==> src/hw/rtl/rds_group_generator_core_macros.svh <==
// Assertion macros shared by the RDS group generator RTL.
`ifndef RDS_GROUP_GENERATOR_CORE_MACROS_SVH
`define RDS_GROUP_GENERATOR_CORE_MACROS_SVH
`ifndef SYNTHESIS
// Property that must hold at every clock edge outside reset.
`define RDSG_ASSERT(lbl, prop, msg) \
	lbl: assert property (@(posedge clk) disable iff (!arst_n) (prop)) else $error(msg);
// Condition that forces a consequence at the following clock edge.
`define RDSG_ASSERT_NEXT(lbl, pre, post, msg) \
	lbl: assert property (@(posedge clk) disable iff (!arst_n) (pre) |=> (post)) else $error(msg);
`else
`define RDSG_ASSERT(lbl, prop, msg)
`define RDSG_ASSERT_NEXT(lbl, pre, post, msg)
`endif
`endif

==> src/hw/rtl/rdsg_pkg.sv <==
// Types, constants and checkword functions of the RDS group generator.
package rdsg_pkg;

	localparam int unsigned RT_WORDS_DEF = 16;

	localparam logic [9:0]  CRC_POLY     = 10'h1B9;
	localparam logic [3:0][9:0] OFFSET_WORD = {10'h1B4, 10'h168, 10'h198, 10'h0FC};

	localparam logic [15:0] GRP_1A_B     = 16'h1000;
	localparam logic [15:0] GRP_2A_B     = 16'h2000;
	localparam logic [3:0]  LIC_VARIANT  = 4'b0011;

	localparam logic [15:0] PI_RESET     = 16'h1234;
	localparam logic [6:0]  MODE_RESET   = 7'd4;

	localparam logic [2:0]  SLOT_1A      = 3'd3;
	localparam logic [2:0]  SLOT_RT      = 3'd4;

	localparam logic        FUNC_GROUP   = 1'b0;
	localparam logic        FUNC_RT_WR   = 1'b1;

	typedef enum logic [2:0] {
		REG_PI,
		REG_PTY,
		REG_MODE,
		REG_ENABLE,
		REG_ECC,
		REG_LIC,
		REG_PIN,
		REG_PS
	} cfg_reg_t;

	typedef enum logic [1:0] {
		KIND_ECC,
		KIND_LIC,
		KIND_PIN
	} kind_1a_t;

	typedef struct packed {
		logic [15:0] pi;
		logic [4:0]  pty;
		logic [6:0]  mode;
		logic [2:0]  enable;
		logic [7:0]  ecc;
		logic [7:0]  lic;
		logic [15:0] pin;
		logic [63:0] ps;
	} cfg_t;

	// One group on its way to the serializer; the RadioText words of a 2A group
	// come from the text memory beside it.
	typedef struct packed {
		logic [15:0] blk_a;
		logic [15:0] blk_b;
		logic [15:0] blk_c;
		logic [15:0] blk_d;
		logic        is_rt;
		logic        rt_ok;
	} grp_t;

	function automatic logic [9:0] crc_serial(input logic [15:0] w);
		logic [9:0] r;
		logic       fb;
		r = '0;
		for (int k = 15; k >= 0; k--) begin
			fb = w[k] ^ r[9];
			r = {r[8:0], 1'b0};
			if (fb) begin
				r = r ^ CRC_POLY;
			end
		end
		return r;
	endfunction

	function automatic logic [15:0][9:0] crc_columns();
		logic [15:0][9:0] c;
		for (int i = 0; i < 16; i++) begin
			c[i] = crc_serial(16'(1) << i);
		end
		return c;
	endfunction

	// The checkword is linear in the data bits, so it is an XOR of columns.
	localparam logic [15:0][9:0] CRC_COL = crc_columns();

	function automatic logic [9:0] crc_par(input logic [15:0] w);
		logic [9:0] acc;
		acc = '0;
		for (int i = 0; i < 16; i++) begin
			if (w[i]) begin
				acc = acc ^ CRC_COL[i];
			end
		end
		return acc;
	endfunction

endpackage

==> src/hw/rtl/rdsg_ram.sv <==
// Generic single-port-write, single-port-read RAM with a registered read.
module rdsg_ram #(
	parameter int unsigned WIDTH = 32,
	parameter int unsigned DEPTH = 16,
	localparam int unsigned AW = (DEPTH > 1) ? $clog2(DEPTH) : 1
) (
	input  logic             clk,
	input  logic             we,
	input  logic [AW-1:0]    waddr,
	input  logic [WIDTH-1:0] wdata,
	input  logic             re,
	input  logic [AW-1:0]    raddr,
	output logic [WIDTH-1:0] rdata
);

	logic [WIDTH-1:0] mem [DEPTH];

	always_ff @(posedge clk) begin
		if (we) begin
			mem[waddr] <= wdata;
		end
		if (re) begin
			rdata <= mem[raddr];
		end
	end

endmodule

==> src/hw/rtl/rdsg_build.sv <==
// Input side: text writes, slot and segment counters, group assembly stage.
`include "rds_group_generator_core_macros.svh"
module rdsg_build #(
	parameter int unsigned RT_WORDS = 16,
	localparam int unsigned AW = (RT_WORDS > 1) ? $clog2(RT_WORDS) : 1
) (
	input  logic           clk,
	input  logic           arst_n,
	input  rdsg_pkg::cfg_t cfg,
	input  logic           in_valid,
	output logic           in_ready,
	input  logic           func,
	input  logic [3:0]     rt_index,
	input  logic [31:0]    rt_chars,
	input  logic           ld_ready,
	output logic           grp_valid,
	output rdsg_pkg::grp_t grp,
	output logic           ram_we,
	output logic [AW-1:0]  ram_waddr,
	output logic [31:0]    ram_wdata,
	output logic           ram_re,
	output logic [AW-1:0]  ram_raddr
);
	import rdsg_pkg::*;

	logic [2:0]          slot_q;
	logic [1:0]          ps_seg_q;
	logic [3:0]          rt_seg_q;
	logic [1:0]          idx1a_q;
	logic [RT_WORDS-1:0] rt_ok_q;

	logic                vld_s1;
	grp_t                grp_s1;
	logic                rt_ok_s1;

	logic                acc;
	logic                acc_grp;
	logic                acc_wr;
	logic                send_1a;
	logic                send_rt;
	logic                both;
	logic                sel_hi;
	kind_1a_t            kind;
	logic [15:0]         common;
	logic                di;
	grp_t                grp_d;
	logic [4:0]          rt_seg_inc;

	assign in_ready = !vld_s1 || ld_ready;
	assign acc      = in_valid && in_ready;
	assign acc_grp  = acc && (func == FUNC_GROUP);
	assign acc_wr   = acc && (func == FUNC_RT_WR) && ({1'b0, rt_index} < 5'(RT_WORDS));

	assign ram_we    = acc_wr;
	assign ram_waddr = rt_index[AW-1:0];
	assign ram_wdata = rt_chars;
	assign send_1a   = (slot_q == SLOT_1A) && (cfg.enable != 3'd0);
	assign send_rt   = (slot_q == SLOT_RT);
	assign ram_re    = acc_grp && send_rt;
	assign ram_raddr = rt_seg_q[AW-1:0];

	assign rt_seg_inc = {1'b0, rt_seg_q} + 5'd1;

	always_comb begin
		both   = cfg.enable[0] && cfg.enable[1];
		sel_hi = both && idx1a_q[0];
		if (cfg.enable[0] && !sel_hi) begin
			kind = KIND_ECC;
		end else if (cfg.enable[1]) begin
			kind = KIND_LIC;
		end else begin
			kind = KIND_PIN;
		end

		common = (16'(cfg.mode[0]) << 10) | (16'(cfg.pty) << 5);

		case (ps_seg_q)
			2'd0:    di = cfg.mode[6];
			2'd1:    di = cfg.mode[5];
			2'd2:    di = cfg.mode[4];
			default: di = cfg.mode[3];
		endcase

		grp_d       = '0;
		grp_d.blk_a = cfg.pi;
		if (send_1a) begin
			grp_d.blk_b = GRP_1A_B | common;
			grp_d.blk_d = cfg.enable[2] ? cfg.pin : 16'h0000;
			unique case (kind)
				KIND_ECC: grp_d.blk_c = {8'h00, cfg.ecc};
				KIND_LIC: grp_d.blk_c = {LIC_VARIANT, 4'h0, cfg.lic};
				default:  grp_d.blk_c = cfg.pi;
			endcase
		end else if (send_rt) begin
			grp_d.blk_b = GRP_2A_B | common | (16'(cfg.mode[1]) << 4) | 16'(rt_seg_q);
			grp_d.is_rt = 1'b1;
		end else begin
			grp_d.blk_b = common | (16'(cfg.mode[1]) << 4) | (16'(cfg.mode[2]) << 3)
				| (16'(di) << 2) | 16'(ps_seg_q);
			case (ps_seg_q)
				2'd0:    grp_d.blk_d = cfg.ps[63:48];
				2'd1:    grp_d.blk_d = cfg.ps[47:32];
				2'd2:    grp_d.blk_d = cfg.ps[31:16];
				default: grp_d.blk_d = cfg.ps[15:0];
			endcase
		end
	end

	always_ff @(posedge clk or negedge arst_n) begin
		if (!arst_n) begin
			slot_q   <= '0;
			ps_seg_q <= '0;
			rt_seg_q <= '0;
			idx1a_q  <= '0;
			rt_ok_q  <= '0;
			vld_s1   <= 1'b0;
		end else begin
			if (acc_wr) begin
				rt_ok_q[ram_waddr] <= 1'b1;
			end
			if (acc_grp) begin
				slot_q <= (slot_q >= SLOT_RT) ? 3'd0 : slot_q + 3'd1;
				if (send_1a) begin
					idx1a_q <= both ? {1'b0, idx1a_q[0]} + 2'd1 : 2'd1;
				end else if (send_rt) begin
					rt_seg_q <= (rt_seg_inc >= 5'(RT_WORDS)) ? 4'd0 : rt_seg_inc[3:0];
				end else begin
					ps_seg_q <= ps_seg_q + 2'd1;
				end
			end
			if (acc_grp) begin
				vld_s1 <= 1'b1;
			end else if (ld_ready) begin
				vld_s1 <= 1'b0;
			end
		end
	end

	// The valid flag is sampled with the memory read so both hold while stalled.
	always_ff @(posedge clk) begin
		if (acc_grp) begin
			grp_s1 <= grp_d;
		end
		if (ram_re) begin
			rt_ok_s1 <= rt_ok_q[ram_raddr];
		end
	end

	always_comb begin
		grp       = grp_s1;
		grp.rt_ok = rt_ok_s1;
	end
	assign grp_valid = vld_s1;

	`RDSG_ASSERT(a_slot_range, slot_q <= SLOT_RT, "slot counter left its five-slot cycle")
	`RDSG_ASSERT(a_idx1a_range, idx1a_q != 2'd3, "1A index reached an unused value")
	`RDSG_ASSERT(a_stall_holds, !in_ready |-> vld_s1, "input stalled with an empty stage")
	`RDSG_ASSERT_NEXT(a_rt_read, ram_re, vld_s1 && grp_s1.is_rt,
		"text read issued without a 2A group in the stage")

endmodule

==> src/hw/rtl/rdsg_ser.sv <==
// Output side: holds one group and sends its four blocks with checkwords.
`include "rds_group_generator_core_macros.svh"
module rdsg_ser (
	input  logic           clk,
	input  logic           arst_n,
	input  logic           ld_valid,
	output logic           ld_ready,
	input  rdsg_pkg::grp_t grp,
	input  logic [31:0]    rt_word,
	output logic           out_valid,
	input  logic           out_ready,
	output logic [15:0]    info_word,
	output logic [9:0]     check_word,
	output logic [1:0]     block_number,
	output logic           last_block
);
	import rdsg_pkg::*;

	logic [3:0][15:0] blk_q;
	logic [1:0]       cnt_q;
	logic             vld_q;
	logic             take;
	logic             ld;
	logic [31:0]      rt_eff;

	assign take     = vld_q && out_ready;
	assign ld_ready = !vld_q || (take && (cnt_q == 2'd3));
	assign ld       = ld_valid && ld_ready;
	// Text words never written read as zero.
	assign rt_eff   = grp.rt_ok ? rt_word : 32'h0;

	always_ff @(posedge clk or negedge arst_n) begin
		if (!arst_n) begin
			vld_q <= 1'b0;
			cnt_q <= '0;
		end else begin
			if (ld) begin
				vld_q <= 1'b1;
				cnt_q <= 2'd0;
			end else if (take) begin
				cnt_q <= cnt_q + 2'd1;
				if (cnt_q == 2'd3) begin
					vld_q <= 1'b0;
				end
			end
		end
	end

	always_ff @(posedge clk) begin
		if (ld) begin
			blk_q[0] <= grp.blk_a;
			blk_q[1] <= grp.blk_b;
			blk_q[2] <= grp.is_rt ? rt_eff[31:16] : grp.blk_c;
			blk_q[3] <= grp.is_rt ? rt_eff[15:0] : grp.blk_d;
		end
	end

	assign out_valid    = vld_q;
	assign info_word    = blk_q[cnt_q];
	assign check_word   = crc_par(blk_q[cnt_q]) ^ OFFSET_WORD[cnt_q];
	assign block_number = cnt_q;
	assign last_block   = (cnt_q == 2'd3);

	`RDSG_ASSERT(a_load_free, (ld && vld_q) |-> (out_ready && cnt_q == 2'd3),
		"group loaded over one still being sent")
	`RDSG_ASSERT_NEXT(a_drain, take && cnt_q == 2'd3 && !ld, !vld_q,
		"serializer busy after its last block with nothing loaded")

endmodule

==> src/hw/rtl/rds_group_generator_core.sv <==
// Top level of the RDS group generator: config registers, text memory, build and send.
// A group request is registered in the build stage and then in the serializer, which
// shows block A; blocks go out one a cycle while m_tready is high, and text writes one
// a cycle while s_tready is high; the next request is taken while blocks go out.
// Reset (arst_n, async, active low): counters clear, registers take their reset
// values and the text store reads as zeros through per-word valid flags; no clear pass.
module rds_group_generator_core #(
	parameter int unsigned RT_WORDS = rdsg_pkg::RT_WORDS_DEF
) (
	input  logic        clk,
	input  logic        arst_n,
	// Input word: tuser = func; tdata = rt_index[3:0], rt_chars[35:4], zero pad.
	input  logic        s_tvalid,
	output logic        s_tready,
	input  logic [39:0] s_tdata,
	input  logic        s_tuser,
	// Output word: tdata = info_word[15:0], check_word[25:16], block_number[27:26],
	// zero pad; tlast = last_block.
	output logic        m_tvalid,
	input  logic        m_tready,
	output logic [31:0] m_tdata,
	output logic        m_tlast,
	// Configuration write word: register index and data.
	input  logic        cfg_valid,
	output logic        cfg_ready,
	input  logic [2:0]  cfg_index,
	input  logic [63:0] cfg_data
);
	import rdsg_pkg::*;

	localparam int unsigned AW = (RT_WORDS > 1) ? $clog2(RT_WORDS) : 1;

	cfg_t          cfg_q;
	grp_t          grp;
	logic          grp_valid;
	logic          ld_ready;
	logic          ram_we;
	logic [AW-1:0] ram_waddr;
	logic [31:0]   ram_wdata;
	logic          ram_re;
	logic [AW-1:0] ram_raddr;
	logic [31:0]   ram_rdata;
	logic [15:0]   info_word;
	logic [9:0]    check_word;
	logic [1:0]    block_number;

	// Configuration writes are always taken; software writes only while idle.
	assign cfg_ready = 1'b1;

	always_ff @(posedge clk or negedge arst_n) begin
		if (!arst_n) begin
			cfg_q <= '{pi: PI_RESET, pty: 5'd0, mode: MODE_RESET, enable: 3'd0,
				ecc: 8'd0, lic: 8'd0, pin: 16'd0, ps: 64'd0};
		end else if (cfg_valid) begin
			unique case (cfg_reg_t'(cfg_index))
				REG_PI:     cfg_q.pi     <= cfg_data[15:0];
				REG_PTY:    cfg_q.pty    <= cfg_data[4:0];
				REG_MODE:   cfg_q.mode   <= cfg_data[6:0];
				REG_ENABLE: cfg_q.enable <= cfg_data[2:0];
				REG_ECC:    cfg_q.ecc    <= cfg_data[7:0];
				REG_LIC:    cfg_q.lic    <= cfg_data[7:0];
				REG_PIN:    cfg_q.pin    <= cfg_data[15:0];
				REG_PS:     cfg_q.ps     <= cfg_data;
				default:    cfg_q.ps     <= cfg_q.ps;
			endcase
		end
	end

	// Request decode, counters and the first pipeline stage; it also drives
	// the text memory, whose read lines up with that stage.
	rdsg_build #(
		.RT_WORDS (RT_WORDS)
	) u_build (
		.clk       (clk),
		.arst_n    (arst_n),
		.cfg       (cfg_q),
		.in_valid  (s_tvalid),
		.in_ready  (s_tready),
		.func      (s_tuser),
		.rt_index  (s_tdata[3:0]),
		.rt_chars  (s_tdata[35:4]),
		.ld_ready  (ld_ready),
		.grp_valid (grp_valid),
		.grp       (grp),
		.ram_we    (ram_we),
		.ram_waddr (ram_waddr),
		.ram_wdata (ram_wdata),
		.ram_re    (ram_re),
		.ram_raddr (ram_raddr)
	);

	// RadioText store, one 32-bit word per text segment.
	rdsg_ram #(
		.WIDTH (32),
		.DEPTH (RT_WORDS)
	) u_rt_ram (
		.clk   (clk),
		.we    (ram_we),
		.waddr (ram_waddr),
		.wdata (ram_wdata),
		.re    (ram_re),
		.raddr (ram_raddr),
		.rdata (ram_rdata)
	);

	// Group buffer and block sequencer; the checkword is formed on the way out.
	rdsg_ser u_ser (
		.clk          (clk),
		.arst_n       (arst_n),
		.ld_valid     (grp_valid),
		.ld_ready     (ld_ready),
		.grp          (grp),
		.rt_word      (ram_rdata),
		.out_valid    (m_tvalid),
		.out_ready    (m_tready),
		.info_word    (info_word),
		.check_word   (check_word),
		.block_number (block_number),
		.last_block   (m_tlast)
	);

	assign m_tdata = {4'h0, block_number, check_word, info_word};

endmodule
==> config.mk <==
export PLATFORM = sky130hd
export DESIGN_NAME = rds_group_generator_core
export DESIGN_NICKNAME = d
export VERILOG_FILES = /design/src/hw/rtl/rdsg_pkg.sv /design/src/hw/rtl/rdsg_ram.sv /design/src/hw/rtl/rdsg_build.sv /design/src/hw/rtl/rdsg_ser.sv /design/src/hw/rtl/rds_group_generator_core.sv
export VERILOG_INCLUDE_DIRS = /design/src /design/src/hw/rtl
export SDC_FILE = /design/constraint.sdc
export NUM_CORES = 1
export LEC_CHECK = 0
export ABC_AREA = 1
export BUFFER_PORTS_ARGS = -buffer_cell sky130_fd_sc_hd__buf_4
export CELL_PAD_IN_SITES_DETAIL_PLACEMENT = 0
export CELL_PAD_IN_SITES_GLOBAL_PLACEMENT = 2
export CORE_MARGIN = 2
export CORE_UTILIZATION = 45
export DETAILED_ROUTE_END_ITERATION = 7
export GPL_TIMING_DRIVEN = 0
export PLACE_DENSITY = 0.88
export SYNTH_ARGS = -nofsm -noshare
export SYNTH_HDL_FRONTEND = slang
export SYNTH_SLANG_ARGS = --single-unit
export TNS_END_PERCENT = 30
==> constraint.sdc <==
create_clock -name clk -period 12.4 [get_ports clk]
set_input_delay 1.86 -clock clk [delete_from_list [all_inputs] [get_ports clk]]
set_output_delay 1.86 -clock clk [all_outputs]
set_load 0.02 [all_outputs]
=== Word-level counts from Yosys, hierarchy flattened ===
Memory sizes are Yosys's and may differ from the RTL's. A register that Yosys moved wholly into a read port is not among the register bits.
Index checks and enable logic that the tools add are counted.

* Input port bits: 113
* Register bits: 287
* Memories kept: 1
* Output and inout bits: 36
* Logic and storage cells: 165
* RAM bits: 512

{| class="wikitable"
|+ Memories
! memory !! words !! bits a word !! rd ports !! clocked after Yosys merged registers in !! write ports !! RTL line !! source
|-
| u_rt_ram.mem || 16 || 32 || 1 || 1 || 1 || rdsg_ram.sv:16 || <nowiki>logic [WIDTH-1:0] mem [DEPTH];</nowiki>
|}

* Bitwise operators: 27
* $add $sub $neg: 5
* Equal/unequal tests: 13
* Muxes and demuxes: 50
* Magnitude comparators: 6
* Reductions and logical operators: 36

{| class="wikitable"
|+ Operator list
! cell !! number
|-
| two-way mux 16 bit || 8
|-
| two-way mux 10 bit || 11
|-
| case mux 16 bit (3 select lines) || 1
|-
| binary-select mux 16 bit (select 2 bit) || 1
|-
| two-way mux 32 bit || 1
|-
| OR 16 x 4 -> 16 bit || 2
|-
| OR 16 x 5 -> 16 bit || 2
|-
| case mux 16 bit (2 select lines) || 1
|-
| NOT 5 bit || 6
|-
| binary-select mux 10 bit (select 2 bit) || 1
|-
| AND reduction 2 bit || 10
|-
| two-way mux 9 bit || 2
|-
| NOT 6 bit || 3
|-
| OR 16 bit || 1
|-
| OR 16 x 2 -> 16 bit || 1
|-
| OR 16 x 3 -> 16 bit || 1
|-
| == test 3 bit, second input constant || 5
|-
| two-way mux 7 bit || 2
|-
| NOT 7 bit || 2
|-
| logical AND 1 bit || 12
|-
| two-way mux 1 bit || 11
|-
| OR 11 x 10 -> 11 bit || 1
|-
| < comparator 4 x 5 -> 1 bit, second input constant || 2
|-
| XOR 10 bit || 1
|-
| 32 further kinds || 49
|}

=== Logic depth before layout (Yosys ltp) ===
Gate-level depths: netlist of run 1.

* Word-level depth: 34
* Gate-level depth with buffers: 17
* Mapped depth without buffers: 15

=== By module ===
From an unflattened synthesis of run 1, not the netlist that was laid out.

* Cells, all modules: 3799
* Area total of the unflattened synthesis: 37084.3 µm²

{| class="wikitable"
|+ By module, submodules not included
! module !! times used !! cells an instance !! sequential area each (µm²) !! area each (µm²)
|-
| rdsg_ram || 1 || 2120 || 16335.7 || 23058.4
|-
| rds_group_generator_core || 1 || 566 || 3185.6 || 4986.0
|-
| rdsg_build || 1 || 496 || 2567.5 || 4524.3
|-
| rdsg_ser || 1 || 617 || 1996.9 || 4515.6
|}

=== Least setup slack after synthesis of run 1 ===
OpenSTA, ideal clock, no wires.

* Path kind: in2reg
* Start point: input port m_tready
* End point: register u_build.rt_ok_s1 (enable)
* Required time: 12011 ps
* Cell stages on the path: 6
* Buffers on the path: 0
* Library setup time: 389 ps
* Slack: 6959 ps
* Arrival time: 5052 ps
* Cell sequence: a21boi_1 nand2_1 nand2_1 nor2_2 nand2_2 inv_1

* Longest elaborated chain between the ends: 7

{| class="wikitable"
|+ RTL lines
! element !! RTL line !! source
|-
| start, declared || rds_group_generator_core.sv:20 || <nowiki>input logic m_tready,</nowiki>
|-
| logical AND 1 bit || rdsg_ser.sv:26 || <nowiki>assign take = vld_q && out_ready;</nowiki>
|-
| logical AND 1 bit || rdsg_ser.sv:27 || <nowiki>assign ld_ready = !vld_q || (take && (cnt_q == 2'd3));</nowiki>
|-
| logical OR 1 bit || rdsg_ser.sv:27 ||
|-
| logical OR 1 bit || rdsg_build.sv:49 || <nowiki>assign in_ready = !vld_s1 || ld_ready;</nowiki>
|-
| net s_tready || rds_group_generator_core.sv:14 || <nowiki>output logic s_tready,</nowiki>
|-
| logical AND 1 bit || rdsg_build.sv:50 || <nowiki>assign acc = in_valid && in_ready;</nowiki>
|-
| logical AND 1 bit || rdsg_build.sv:51 || <nowiki>assign acc_grp = acc && (func == FUNC_GROUP);</nowiki>
|-
| net u_build.acc_grp || rdsg_build.sv:37 || <nowiki>logic acc_grp;</nowiki>
|-
| logical AND 1 bit || rdsg_build.sv:59 || <nowiki>assign ram_re = acc_grp && send_rt;</nowiki>
|-
| net ram_re || rds_group_generator_core.sv:40 || <nowiki>logic ram_re;</nowiki>
|-
| end signal, assigned || rdsg_build.sv:145 || <nowiki>rt_ok_s1 <= rt_ok_q[ram_raddr];</nowiki>
|-
| end, declared || rdsg_build.sv:34 || <nowiki>logic rt_ok_s1;</nowiki>
|}

The timed path passes the listed nets, and every way through them passes these cells.
A chain may end at the register's enable or synchronous reset.

=== Worst setup path after layout of run 1 ===
* Start point: register u_ser.cnt_q[1], in the netlist u_ser.block_number[1]
* End point: output port m_tdata[20]

* Longest elaborated chain between the ends: 28
* Elaborated cells between the ends (all ways): 30
* Classes of those cells: mux: 20; bitwise: 10

{| class="wikitable"
|+ RTL lines
! element !! RTL line !! source
|-
| start, declared || rdsg_ser.sv:20 || <nowiki>logic [1:0] cnt_q;</nowiki>
|-
| start signal, assigned || rdsg_ser.sv:41 || <nowiki>cnt_q <= cnt_q + 2'd1;</nowiki>
|-
| binary-select mux 16 bit (select 2 bit) || rdsg_ser.sv:60 || <nowiki>assign check_word = crc_par(blk_q[cnt_q]) ^ OFFSET_WORD[cnt_q];</nowiki>
|-
| two-way mux 16 bit (implied by the code) || rdsg_ser.sv:60 ||
|-
| two-way mux 9 bit || rdsg_pkg.sv:90 || <nowiki>if (w[i]) begin</nowiki>
|-
| NOT 5 -> 6 bit (no source line) || -- ||
|-
| two-way mux 10 bit || rdsg_pkg.sv:90 ||
|-
| NOT 7 bit (no source line) || -- ||
|-
| two-way mux 10 bit (2 in a row) || rdsg_pkg.sv:90 ||
|-
| NOT 9 bit (no source line) || -- ||
|-
| [8 not listed] || -- ||
|-
| two-way mux 9 bit || rdsg_pkg.sv:90 ||
|-
| NOT 5 bit (no source line) || -- ||
|-
| two-way mux 10 bit || rdsg_pkg.sv:90 ||
|-
| NOT 6 bit (no source line) || -- ||
|-
| two-way mux 10 bit (4 in a row) || rdsg_pkg.sv:90 ||
|-
| NOT 6 bit (no source line) || -- ||
|-
| two-way mux 7 bit || rdsg_pkg.sv:90 ||
|-
| XOR 10 bit * || rdsg_ser.sv:60 ||
|-
| end, declared || rds_group_generator_core.sv:21 || <nowiki>output logic [31:0] m_tdata,</nowiki>
|}

Mark *: on every way between the ends. The rest lies on a longest branch, timed or not. The select of a mux whose other input is x is not followed.

==> qor.yml, run 1 <==
met1_length_um: 41700
synth_flop_cell: "edfxtp_1"
highest_layer: "met5"
dieHeight_um: 278
clock_path_buffers: 3
crit_arrival_ns: 2.79
dieArea_mm2: 0.0774
grt_max_degree: 87
r2r-end: "u_rt_ram.mem[9][14]"
whs_ns: 0.411
gr-total-overflow: 0
outcome: "finished, final reports clean"
die_w_um: 278
dp_cells: 4017
final_net_count: 3263
coreArea_mm2: 0.0744
power_leakage_nw: 14.6
report.final.slew_viol_count: 0
worstMarginPinSlew_ns: 1.02
hold_viol: 0
pre_cts_ws_ns: 7.77
grt.total_usage_pct: 25.5
postCtsHoldBufs: 0
period_needed_ns: 4.65
synth_area_leaders: "edfxtp_1 59%, dfrtp_1 11%, o21ai_0 6.6%"
wl_met2_um: 47300
reg2reg_slack_ns: 8.93
cts_buffers: 86
io_pins: 149
slew_headroom_pct: 32.1
crit_chain: "buf_6, inv_2, buf_6, nand3_1, nand2_1, nand2_1, nand2_2, nand2_1, nand3_1, nand2_1, nand2_1, inv_1, nor2_1, buf_4"
synth-edff-count: 667
cts.sinks: 824
fmax_ghz: 0.215
cp-start-kind: "flop"
critPathKind: "reg -> out"
post-dp-hpwl_um: 70000
synth_cell_type_count: 44
syn2layout_area_growth_pct: 16.4
timing.hold.worst.start: "u_build.grp[65]"
seq_area_frac_synth_pct: 70.9
final_area_mm2: 0.0394
fin_crit_sh_pct: 37.5
cap_viol_max_count: 0
syn_inst: 2886
wl_per_cell_um: 23.9
grt_pass1_wl_um: 146000
gp_congestion: 0.866
wl_um: 99600
antenna_found_initial: 3
cts_setup_buffers: 0
utilization_pct: 52.9
end_kind: "primary output"
drc_errors: 0
synth_area_mm2: 0.0338
drive_above_1_share_pct: 13.4
cp_top_family: "simple AND/OR/NAND/NOR gates"
crit_top_cell: "nand2_1"
hold_path_end: "u_ser.blk_q[15]"
ctsRootBufferMaster: "clkbuf_16"
hold-path-cell-count: 0
critPathRequiredTime_ns: 10.54
cp_slowest_cell: "dfrtp_1"
async_flop_share_pct: 19.1
setup_slack_ns: 7.75
vdd_drop_max_uv: 129
cp_slowest_stage_delay_ns: 0.44
syn_avg_cell_area_um2: 11.7
route.met3.wl_um: 7700
avgViaCountPerCell: 5.66
reg2regPathDepth: 8
path_max_fanout: 12
final_cell_count_no_fill: 4173
total_power_mw: 9.46
clock-skew-final_ns: 0.0254
vias: 23600
placementRows: 100
grt_pass1_vias: 23000
ys_seq_elements: 824
critPathBufInv: 5
cts_tree: "built"
firstDrtPassIters: 6
clkTransAtPathRegs_ns: 0.06
placedInstanceArea_mm2: 0.0366
ant_nets: 0
synth_top_area_share_pct: 59.2
drtIter0Drc: 2896
rsz0062_at_grt: "false"
fin_tns_setup_ns: 0
hold_class: "reg -> reg"
initial_core_util_pct: 45.4
portBuffers: 139
setup_viol: 0
powerDensity_mw_per_mm2: 240
r2r-start: "u_ser.block_number[0]"
cts_resized: 0
ys_warn_count: 0
cts_htree_levels: 3
clock_latency_ns: 0.64
yosysTopAreaCell: "edfxtp_1"
==> flip-flops by register name, indices dropped and copies added (netlist names) <==
signal              cells
u_build.ps_seg_q        2
u_ser.blk_q            61
u_build.rt_ok_s1        1
cfg_q                 127
u_build.rt_ok_q        16
u_rt_ram.rdata         32
u_ser.block_number      2
u_build.ram_raddr       4
u_build.grp_valid       1
u_build.idx1a_q         1
u_ser.out_valid         1
u_build.grp            61
u_rt_ram.mem          512
u_build.slot_q          3
==> cell usage in the layout, fill, tap and decap left out, types with 6 or more instances in the layout <==
| cell | n |
|---|---|
| nor2_4 | 21 |
| buf_4 | 147 |
| inv_1 | 162 |
| buf_1 | 9 |
| clkinv_2 | 13 |
| o21ai_0 | 446 |
| nand2_1 | 478 |
| o21ai_1 | 10 |
| nor2_1 | 296 |
| nand3_1 | 174 |
| buf_2 | 34 |
| bufinv_16 | 6 |
| a21oi_1 | 26 |
| o211ai_1 | 15 |
| clkbuf_1 | 125 |
| xor2_1 | 9 |
| o221ai_1 | 49 |
| clkinv_1 | 18 |
| clkbuf_16 | 88 |
| nand2_2 | 27 |
| xnor2_1 | 10 |
| ha_1 | 13 |
| buf_6 | 7 |
| buf_12 | 18 |
| o22ai_1 | 96 |
| inv_2 | 6 |
| dfstp_2 | 6 |
| edfxtp_1 | 667 |
| dfrtp_1 | 151 |
| or2_2 | 10 |
| mux2_2 | 16 |
==> kinds of logic after synthesis <==
kind of cell	count (synthesis)	share of synthesized area [%]
flops	824	70.9
buf+inv	337	4.21
compound gates	650	10.7
simple gates	1023	12.6
xor+xnor	21	0.588
fa+ha+maj	13	0.481
mux	16	0.533
other cells	2	0.0222
==> power by group <==
part / internal [mW] / leakage, nW / switching (mW) / total (mW)
combinational: 1.08 / 5.38 / 2.48 / 3.56
sequential: 3.29 / 7.92 / 0.111 / 3.40
clock: 1.44 / 1.31 / 1.06 / 2.50
total: 5.81 / 14.6 / 3.65 / 9.46
==> worst reg2reg max path, cell delays in order (launching register included) <==
cell	delay, ns
dfrtp_1	0.46
ha_1	0.30
a21boi_1	0.16
nand2_1	0.19
nand2_1	0.13
nor2_1	0.33
nand3_1	0.56
nor2_4	0.75
buf_16	0.26
==> how the worst max path moves through the flow <==
stage | from | end | depth (start not counted) | slack, ns
2_1_floorplan | m_tready | u_build.rt_ok_s1 | 6 | 6.96
3_3_place_gp | m_tready | u_rt_ram.rdata[15] | 7 | 5.50
3_5_place_dp | m_tready | u_rt_ram.mem[9][1] | 8 | 7.77
4_1_cts | u_ser.block_number[1] | m_tdata[20] | 14 | 7.64
5_1_grt | u_ser.block_number[1] | m_tdata[20] | 14 | 7.52
6_report | u_ser.block_number[1] | m_tdata[20] | 14 | 7.75
==> Yosys cell counts, types with 4 or more instances <==
library cell,n
edfxtp_1,667
o221ai_1,49
nand2_1,478
buf_1,9
or2_2,10
nor2_1,313
nand2_2,27
buf_6,7
nor3_1,4
inv_1,163
ha_1,13
dfrtp_1,151
a21oi_1,26
buf_4,9
dfstp_2,6
o211ai_1,15
inv_2,6
buf_2,34
nand3_1,174
nand2_4,4
o21ai_1,10
mux2_2,16
o22ai_1,96
o21ai_0,446
clkbuf_1,103
xnor2_1,10
xor2_1,9
==> area by class of cell <==
class | instances | area, µm²
Clock inverter | 42 | 377
Antenna cell | 1 | 2.50
Multi-Input combinational cell | 1728 | 8570
Timing Repair Buffer | 160 | 1490
Sequential cell | 824 | 24000
Clock buffer | 112 | 2310
Inverter | 172 | 653
Fill cell | 6306 | 35100
Tap cell | 969 | 1210
Buffer | 165 | 772
==> per-layer routing <==
layer  track usage [%]  vias to the layer above
met2              41.6                     1057
met3              3.61                      151
met1              35.5                    11700
met4              8.32                        4
li1                  -                    10700
met5                 0                        -
Power figures use the tool's default switching activity.
==> run 2: changes to the inputs <==
ABC_AREA = 0   (was 1)
CORE_UTILIZATION = 48   (was 45)
PLACE_DENSITY = 0.83   (was 0.88)
clock period = 4.8 ns   (was 12.4 ns; I/O delays follow)
==> qor.yml, run 2 <==
outcome: "finished, final reports clean"
power_leakage_nw: 13.1  # -10%
synth.top_cells.by_count: "667 x edfxtp_1, 178 x mux4_2, 151 x dfrtp_1"
clock-skew-final_ns: 0.0217  # -0.00371 ns
setup_viol: 0  # unchanged
p_seq_share_pct: 38.6  # +2.6 points
pre_cts_ws_ns: 0.938  # -6.83 ns
synth_top_area_share_pct: 61.9  # +2.7 points
total_power_mw: 22.5  # +140%
clock_path_buffers: 3  # unchanged
final_net_count: 1995  # -39%
cts_htree_levels: 3  # unchanged
worstMarginPinSlew_ns: 1.22  # +0.198 ns
grt_pass1_vias: 17000  # -26%
final_area_mm2: 0.0380  # -3.4%
initial_core_util_pct: 48.4  # +2.9 points
combPwrFrac_pct: 32.8  # -4.8 points
dieArea_mm2: 0.0695  # -10%
dp_cells: 2655  # -34%
die_w_um: 264  # -5.2%
reg_top3: "u_rt_ram.mem x512, cfg_q x127"
placedInstanceArea_mm2: 0.0353  # -3.8%
synth_cell_type_count: 50  # +14%
fin_crit_sh_pct: 79.9
synth_area_leaders: "edfxtp_1 62%, mux4_2 12%, dfrtp_1 12%"
synth-edff-count: 667  # unchanged
powerDensity_mw_per_mm2: 593  # +150%
avgViaCountPerCell: 5.74  # +1.2%
slew_headroom_pct: 18.3  # -14 points
utilization_pct: 56.8  # +4.0 points
wl_um: 74600  # -25%
crit_cells: 7  # -7
syn_inst: 1603  # -44%
critPathRequiredTime_ns: 5.14  # -5.40 ns
fin_tns_setup_ns: 0  # unchanged
syn2layout_area_growth_pct: 17.5
clockPowerShare_pct: 28.6  # +2.2 points
setup_slack_ns: 0.963  # -6.79 ns
cts_buffers: 85  # -1.2%
grt.total_usage_pct: 21.9  # -3.6 points
io_pins: 149  # unchanged
placementRows: 95  # -5.0%
firstDrtPassIters: 7  # +1
cap_viol_max_count: 0  # unchanged
synth.most_common_cell: "edfxtp_1"
cp_slowest_cell: "nor3_2"
grt_pass1_wl_um: 111000  # -24%
cts_setup_buffers: 0  # unchanged
gr-total-overflow: 0  # unchanged
synth_flop_cell: "edfxtp_1"
post-dp-hpwl_um: 50600  # -28%
synth_area_mm2: 0.0324  # -4.3%
hold_viol: 0  # unchanged
drtIter0Drc: 1749  # -40%
clkTransAtPathRegs_ns: 0.06  # about the same
layout_common_cells: "667 x edfxtp_1, 178 x mux4_2, 151 x dfrtp_1, 148 x buf_4, 131 x mux2_2"
cts_resized: 0  # unchanged
period_needed_ns: 3.84
largest_reg_flops: 512  # unchanged
rsz0062_at_grt: "false"
report.final.slew_viol_count: 0  # unchanged
postCtsHoldBufs: 0  # unchanged
grt_max_degree: 95  # +9.2%
regMostFlops: "u_rt_ram.mem"
crit_arrival_ns: 4.17  # +1.38 ns
switchingPower_mw: 6.91  # +89%
fmax_ghz: 0.261
final_cell_count_no_fill: 2814  # -33%
clock_latency_ns: 0.64  # about the same
cp-start-kind: "flop"
critPathBufInv: 2  # -3
gp_congestion: 0.826  # -4.6%
ys_warn_count: 0  # unchanged
diodes: 0  # -1
path_max_fanout: 9  # -3
dieHeight_um: 264  # -5.2%
cts_tree: "built"
drc_errors: 0  # unchanged
portBuffers: 135  # -2.9%
seq_area_frac_synth_pct: 74.0  # +3.2 points
critPathKind: "reg -> reg"
drive_above_1_share_pct: 35.4  # +22 points
whs_ns: 0.0262  # -0.385 ns
p_int_mw: 15.6  # +170%
yosysTopAreaCell: "edfxtp_1"
ys_seq_elements: 824  # unchanged
cp_slowest_stage_delay_ns: 0.87  # +0.43 ns
end_kind: "flop"
cp_top_family: "simple AND/OR/NAND/NOR gates"
layout_commonest_cell: "edfxtp_1"
crit_chain: "ha_1, a21boi_0, a21oi_1, nand3b_1, nor3_2, buf_6, buf_6"
crit_top_cell: "buf_6"
vias: 16100  # -32%
vdd_drop_max_uv: 1050  # +720%
async_flop_share_pct: 19.1  # unchanged
ant_nets: 0  # unchanged
hold_class: "in -> async"
reg2regPathDepth: 7  # -1
wl_per_cell_um: 26.5  # +11%
antenna_found_initial: 5  # +2
syn_avg_cell_area_um2: 20.2  # +72%
cts.sinks: 824  # unchanged
ctsRootBufferMaster: "clkbuf_16"
swShare_pct: 30.6  # -7.9 points
coreArea_mm2: 0.0669  # -10%
==> run 2: cell types whose count changed after synthesis, sizes merged, moves of 17 or more <==
cell / previous run / this run
clkbuf: 104 / 52
buf: 61 / 32
nand2: 509 / 72
nand3: 177 / 8
xnor2: 10 / 33
o21ai: 457 / 61
o221ai: 49 / 0
mux2: 16 / 131
o22ai: 96 / 0
nor2: 319 / 19
mux4: 0 / 178
inv: 170 / 44
a222oi: 0 / 17
==> run 2: routing by layer <==
metal  GRT usage [%]  part of all wire (%)
met5               0                 0.033
met4            7.01                   2.5
met2            38.2                    52
met1            28.2                    39
met3            3.79                   6.2
==> run 2: final timing paths <==
kind / start / endpoint / slack, ns
max in group asynchronous: arst_n / cfg_q[120] / 3.91
worst max-delay path: u_ser.block_number[1] / u_rt_ram.mem[1][5] / 0.96
worst max register to register: u_ser.block_number[1] / u_rt_ram.mem[1][5] / 0.96
min in group clk: cfg_data[30] / cfg_q[30] / 0.32
worst min register to register: u_build.grp[58] / u_ser.blk_q[8] / 0.42
worst min-delay path: arst_n / cfg_q[84] / 0.03
==> run 2: kinds of logic (layout without fill, tap and decap cells) <==
kind of cell	Yosys count	after routing	synth area share, %
other	2	5	0.0232
buffers and inverters	128	463	1.68
and+or+nand+nor	153	153	2.27
AOI/OAI and AO/OA	116	116	2.38
DFF	824	824	74.0
adders and majority gates	13	13	0.503
muxes	321	321	17.3
xor gates and xnor gates	46	46	1.78
==> run 2: power by group through the flow <==
stage               combinational (mW)  clock, mW  sequential [mW]
floorplan                         5.03          0             8.75
global placement                  7.36          0             8.83
detailed placement                7.49          0             8.83
CTS                               7.51       6.57             8.69
global route                      7.92       6.84             8.75
finish                            7.40       6.46             8.70
==> run 2: layout make-up <==
class	count	area, µm²
multi-input combinational	654	8010
tap	873	1090
inverter	44	165
clock buffer	110	2310
buffer	84	378
timing repair buffer	176	1660
sequential	824	24000
fill	4919	28900
clock inverter	49	444
